**src/sv/bsh_pkg.sv**
```systemverilog
`default_nettype none
package bsh_pkg;

  localparam int COORD_W  = 10;
  localparam int SQ_W     = 19;
  localparam int INV_W    = 25;
  localparam int GAIN_W   = 24;
  localparam int R_W      = 44;
  localparam int ROOT_W   = 30;
  localparam int REM_W    = 31;
  localparam int DD_W     = 2 * ROOT_W;
  localparam int FRAC_Q20 = 20;
  localparam int Q_W      = DD_W - FRAC_Q20;
  localparam int Q_SPLIT  = 20;
  localparam int MP_W     = (Q_W - Q_SPLIT) + GAIN_W;
  localparam int P_W      = 64;
  localparam int P_SHIFT  = 28;
  localparam int H_W      = P_W - P_SHIFT;
  localparam int HEIGHT_W = 16;

  localparam int CFG_ADDR_W = 8;
  localparam int CFG_DATA_W = 25;

  localparam logic [CFG_ADDR_W-1:0] REG_INV_A_SQ = 8'd0;
  localparam logic [CFG_ADDR_W-1:0] REG_INV_B_SQ = 8'd1;
  localparam logic [CFG_ADDR_W-1:0] REG_RISE_GAIN = 8'd2;

  localparam logic [INV_W-1:0]    ONE_Q24    = 25'h1000000;
  localparam logic [ROOT_W-1:0]   ONE_Q20    = 30'h0100000;
  localparam logic [GAIN_W-1:0]   GAIN_RESET = 24'h010000;
  localparam logic [HEIGHT_W-1:0] HEIGHT_MAX = 16'hFF00;

  function automatic logic [COORD_W-1:0] coord_mag(input logic [COORD_W-1:0] v);
    logic [COORD_W-1:0] neg;
    neg = ~v + 1'b1;
    return v[COORD_W-1] ? neg : v;
  endfunction

endpackage
`default_nettype wire

```
**src/sv/bsh_sqrt.sv**
```systemverilog
`default_nettype none
module bsh_sqrt import bsh_pkg::*; (
  input  wire logic              clk,
  input  wire logic              rst,
  input  wire logic              in_valid,
  output logic                   in_ready,
  input  wire logic [R_W-1:0]    in_rad,
  input  wire logic              in_floor,
  output logic                   out_valid,
  input  wire logic              out_ready,
  output logic [ROOT_W-1:0]      out_root,
  output logic                   out_floor
);

  localparam int STEPS = ROOT_W;
  localparam int N_W   = 2 * ROOT_W;
  localparam int SHIFT = N_W - R_W;

  logic              v    [STEPS];
  logic [R_W-1:0]    rad  [STEPS];
  logic [REM_W-1:0]  rem  [STEPS];
  logic [ROOT_W-1:0] root [STEPS];
  logic              flr  [STEPS];
  logic              adv  [STEPS];

  // one result bit per stage, msb first; radicand is r scaled by 2^16
  for (genvar i = 0; i < STEPS; i++) begin : g_step
    logic              prev_v;
    logic [R_W-1:0]    prev_rad;
    logic [REM_W-1:0]  prev_rem;
    logic [ROOT_W-1:0] prev_root;
    logic              prev_flr;
    logic              next_adv;
    logic [N_W-1:0]    n;
    logic [1:0]        pair;
    logic [REM_W+1:0]  trial_rem;
    logic [REM_W+1:0]  trial;
    logic              fits;
    logic [REM_W-1:0]  rem_next;
    logic [ROOT_W-1:0] root_next;

    if (i == 0) begin : g_first
      assign prev_v    = in_valid;
      assign prev_rad  = in_rad;
      assign prev_rem  = '0;
      assign prev_root = '0;
      assign prev_flr  = in_floor;
    end else begin : g_rest
      assign prev_v    = v[i-1];
      assign prev_rad  = rad[i-1];
      assign prev_rem  = rem[i-1];
      assign prev_root = root[i-1];
      assign prev_flr  = flr[i-1];
    end

    if (i == STEPS - 1) begin : g_last
      assign next_adv = out_ready;
    end else begin : g_mid
      assign next_adv = adv[i+1];
    end

    assign adv[i]    = !v[i] || next_adv;
    assign n         = {prev_rad, {SHIFT{1'b0}}};
    assign pair      = n[2*(STEPS-1-i)+1 -: 2];
    assign trial_rem = {prev_rem, pair};
    assign trial     = {1'b0, prev_root, 2'b01};
    assign fits      = trial_rem >= trial;
    // remainder never exceeds twice the partial root, so it fits REM_W
    assign rem_next  = fits ? REM_W'(trial_rem - trial) : REM_W'(trial_rem);
    assign root_next = {prev_root[ROOT_W-2:0], fits};

    always_ff @(posedge clk) begin
      if (rst) begin
        v[i] <= 1'b0;
      end else if (adv[i]) begin
        v[i] <= prev_v;
      end
    end

    always_ff @(posedge clk) begin
      if (adv[i] && prev_v) begin
        rad[i]  <= prev_rad;
        rem[i]  <= rem_next;
        root[i] <= root_next;
        flr[i]  <= prev_flr;
      end
    end
  end

  assign in_ready  = adv[0];
  assign out_valid = v[STEPS-1];
  assign out_root  = root[STEPS-1];
  assign out_floor = flr[STEPS-1];

endmodule
`default_nettype wire

```
**config.mk**
```make
export PLATFORM = sky130hd
export DESIGN_NAME = bsh_sqrt
export DESIGN_NICKNAME = d
export VERILOG_FILES = /design/src/sv/bsh_pkg.sv /design/src/sv/bsh_sqrt.sv
export SDC_FILE = /design/constraint.sdc
export NUM_CORES = 2
export LEC_CHECK = 0
export ABC_AREA = 1
export BUFFER_PORTS_ARGS = -buffer_cell sky130_fd_sc_hd__buf_4
export CORE_MARGIN = 1
export CORE_UTILIZATION = 55
export DETAILED_ROUTE_END_ITERATION = 10
export GPL_TIMING_DRIVEN = 0
export HOLD_SLACK_MARGIN = 0.15
export PLACE_DENSITY = 0.73
export SLEW_MARGIN = 20
export SYNTH_ARGS = -nofsm -noshare
export SYNTH_HDL_FRONTEND = slang
export SYNTH_SLANG_ARGS = --single-unit
```
**constraint.sdc**
```tcl
create_clock -name clk -period 10.7 [get_ports clk]
set_input_delay 2.14 -clock clk [delete_from_list [all_inputs] [get_ports clk]]
set_output_delay 2.14 -clock clk [all_outputs]
set_load 0.01 [all_outputs]
```
# Word-level counts from Yosys, hierarchy flattened
# Memories as Yosys holds them, arrays and structs flattened.
# Cells that the tools add are included.
# classes
addsub	30
mul	0
div	0
n_lt_le_gt_ge	30
n_eq_ne	0
n_shift	0
mux	212
bitwise	30
reduce_logical	90
# ops
operator	count
>= comparator 33 x 32 -> 1 bit	29
2-to-1 mux 31 bit	30
subtractor 31 bit	29
2-to-1 mux 1 bit	182
logical AND 1 bit	30
zero test 1 bit	30
logical OR 1 bit	30
bitwise OR 1 bit	30
subtractor 2 x 1 -> 3 bit (second input constant)	1
>= comparator 2 x 1 -> 1 bit (second input constant)	1
# totals
register_bits	0
latchBits	0
mem_bits_rw	3210
rom_bits	0
input_bits	49
wordCells	397
memories	5
# mem_list
name	depth	width	rd	rd_ports_with_merged_regs	wr	line_no	source
rad	30	44	29	0	30	bsh_sqrt.sv:20	logic [R_W-1:0] rad [STEPS];
rem	30	31	29	0	30	bsh_sqrt.sv:21	logic [REM_W-1:0] rem [STEPS];
root	30	30	30	0	30	bsh_sqrt.sv:22	logic [ROOT_W-1:0] root [STEPS];
flr	30	1	30	0	30	bsh_sqrt.sv:23	logic flr [STEPS];
v	30	1	30	0	30	bsh_sqrt.sv:19	logic v [STEPS];

# Longest topological paths before layout
# An unclocked memory read counts as a cell.
# logic_depth
ltp_word	36
depth_mapped	24
depth_no_buf	24

# Worst setup path after synthesis
# No wires, ideal clock.
# synth_path
kind	in2reg
from	input port out_ready
to	memory flr[2][0] (netlist: flr[0][2]), enable pin
arrival_time_ns	6.303
required_ns	10.194
slack_ns	3.891
path_stages	18
path_cell_list	inv_1 > nand3_1 > nor2_2 > nand4_1 > nor2_2 > nand4_2 > nor2_2 > nand4_1 > nor2_2 > nand4_2 > nor2_2 > nand4_2 > nor2_2 > nand4_2 > nor2_4 > nand2_2 > inv_1 > nor2_1
# synth_lines
item	line_no	source
from (decl)	bsh_sqrt.sv:10	input wire logic out_ready,
to (decl)	bsh_sqrt.sv:23	

# Worst setup path in the final report
# layout_path
from	input port out_ready
to	output port in_ready
# layout_between
elab_chain_cells	30
# layout_lines
item	line_no	source
logical OR 1 bit (30 in series)	bsh_sqrt.sv:62	assign adv[i] = !v[i] || next_adv;
to (decl)	bsh_sqrt.sv:6	output logic in_ready,
# Every way passes these cells.

==> flow_summary.ini <==
[clock_network]
cts.clk_slew.worst_paths_ps = 60
clockRootBuffer = clkbuf_16
cts_max_level = 4
ctsResizeCount = 0
cts_hold_buf = 0
cts_made_buffers = 190
clk-insertion-delay-late_ps = 840
cts_buffer_depth = 3
cts.sinks = 1835
cts_tree = built
cts_setup_buffers = 0

[final_layout]
nets = 9368
stdcell_count = 11200
drive_gt1_frac = 0.0734
design_area_um2 = 103000
syn2layout_area_growth_pct = 12.0
final_util = 0.623

[yosys]
synthesis.area_um2 = 92100
synth_top_area_cell = edfxtp_1
synth_area_leaders = edfxtp_1 (60%), ha_1 (6.5%), inv_1 (5.4%), nand2_1 (5.0%), xor2_1 (3.4%)
synth_edf_count = 1835
synth_cells = 8514
ys_seq_elements = 1835
ys_async_sr_fraction = 0
synth-simple-area-share = 0.126
synth_fa_ha_area_frac = 0.0669
synth_top_family_by_area = simple AND/OR/NAND/NOR gates
yosys-mux-area-fraction = 0.000489
synth-xor-area-share = 0.0663
synth.avg_cell_area_um2 = 10.8
yosys_warnings = 0
yosysTopAreaCellShare = 0.598
synthFlopType = edfxtp_1
seq_area_frac_synth = 0.598
syn_nets = 9051
synth_compound_area_frac = 0.0822
ys_types = 78

[die]
initial_core_util = 0.556
core_area_um2 = 166000
ioPinCount = 82
die_area_um2 = 169000
die_y_um = 411
die_w_um = 411
row_count = 149

[grt]
grt_first_pass_wirelength_mm = 323
grt_use_total = 0.245
grt_pass1_vias = 58800
grt-ovfl-total = 0
grt_max_degree = 60
antenna_found_initial = 11

[timing]
min_period_ps = 7380
setup_ws_ps = 3320
finalClockSkew_ps = 49.3
slew_violations = 0
fin_crit_sh = 0.690
relSlewSlack = 0.427
setup_tns_ps = 0
hold_violations = 0
fmax_ghz = 0.135
setup_viol = 0
rsz0062_at_grt = no
whs_ps = 393
worst_slew_pin_slew_ps = 859

[setup_path]
worst_ep_required_time_ps = 8560
critPathMaxStageDelay_ps = 350
crit_fanout = 5
cp_cell_sequence = buf_4 > inv_1 > nand3_1 > nor2_2 > nand4_1 > nor2_2 > nand4_2 > nor2_2 > nand4_1 > nor2_2 > nand4_2 > nor2_2 > nand4_2 > nor2_2 > nand4_2 > nor2_4 > nand4_1 > buf_4
cp_num_buf_inv = 3
cp_common_cell = nor2_2
critPathKind = in -> out
crit_family = simple AND/OR/NAND/NOR gates
start_kind = input pin
arrival_ps = 5240
cp-end-kind = primary output
worst_path_max_delay_cell = nand4_1

[placed_design]
numPortBuffers = 81
place_area_um2 = 96600
place_ws_ps = 3310
dp_cells = 10800
hpwl_mm = 159
place_congestion = 0.922

[power_and_ir_drop]
powerDensity_nw_per_um2 = 144
power.total_mw = 14.9
p_leak_nw = 39.9
peakVddDrop_mv = 0.193

[route]
drt_iter0_drc = 5080
vias = 60500
ant_nets = 0
drc = 0
routed_wl_mm = 208
viasPerCell = 5.41
first_pass_iters = 6
post_drt_wl_per_cell_um = 18.6

[job]
drv_cap = 0

[worst_hold_path]
hp-class = reg -> reg

[run_status]
outcome = finished clean
## layout make-up
cell class | instances | area, um^2
Fill cell | 13100 | 62400
Sequential cell | 1835 | 55100
Multi-Input combinational cell | 5254 | 31600
Inverter | 1329 | 5020
Clock buffer | 217 | 4940
Tap cell | 2189 | 2740
Clock inverter | 138 | 1630
Timing Repair Buffer | 125 | 1590
Buffer | 96 | 494
Antenna cell | 2 | 5.00
## cells in the mapped netlist (6+ instances only)
cell type and count:
a211oi_1 13, edfxtp_1 1835, clkbuf_1 49, a21boi_2 6
xor2_1 353, inv_1 1318, nand4_1 112, fa_1 7
a21oi_2 11, nor2_1 792, nand3_1 234, a221oi_1 9
o2111ai_1 6, a21boi_1 11, nor2_2 18, nand2_4 6
o211ai_1 23, xnor2_1 344, o21ai_0 457, nor4_1 67
ha_1 481, o21ai_2 25, nor4b_1 8, o21bai_1 29
o21bai_2 6, o21a_1 20, buf_4 10, nand2_1 1219
nor3_1 158, nand2_2 9, a21oi_1 560, buf_2 31
inv_2 8, o21ai_1 59, a21o_1 27, nand3b_1 12
or2_2 43, a31oi_1 35, o221ai_1 13, a21boi_0 8
## metal layers
metal,share of wire,vias to the layer above,global-route usage
li1,-,29800,-
met1,0.46,28700,0.356
met2,0.45,1615,0.377
met3,0.067,310,0.0498
met4,0.022,10,0.0644
met5,0.00026,-,0
## where the power goes
group	total (mW)	switching (mW)	internal [mW]
sequential	7.90	0.0268	7.87
combinational	0.137	0.0839	0.0536
clock	6.84	2.89	3.96
## sequential cells by signal (all words and copies together), names as in the netlist
name and count:
rem 855, rad 462, root 458, flr 30, v 30
## cell usage in the layout, fill, tap and decap left out, types with 27 or more instances in the layout
cell type     n
o21bai_1     29
a21o_1       27
a31oi_1      35
a21oi_1     560
nand2_1    1219
nand3_1     234
clkinv_1     37
xnor2_1     344
nand4_1     112
clkbuf_1     72
nor2_1      777
clkinv_2     32
ha_1        481
buf_12       34
buf_2        31
or2_2        43
nor3_1      158
buf_4        91
o21ai_1      59
clkbuf_16   194
xor2_1      353
nor4_1       67
inv_1      1303
edfxtp_1   1835
o21ai_0     457
## cells by family after synthesis
family                     count (synthesis)
DFF                                     1835
adders and majority gates                488
and+or+nand+nor                         2713
buffers and inverters                   1425
other                                      1
muxes                                      4
AOI/OAI and AO/OA                       1351
xor gates and xnor gates                 697
## path summary, 6_finish.rpt
| kind | startpoint | to | slack [ps] | cells after the start |
|---|---|---|---|---|
| worst max register to register | v[1][13] | rad[0][7] | 6330 | 18 |
| worst min register to register | flr[1][9] | flr[1][10] | 390 | 0 |
| worst min-delay path | flr[1][9] | flr[1][10] | 390 | 0 |
| worst max-delay path | out_ready | in_ready | 3320 | 18 |
Note: power is estimated with default switching activity, not from simulation.
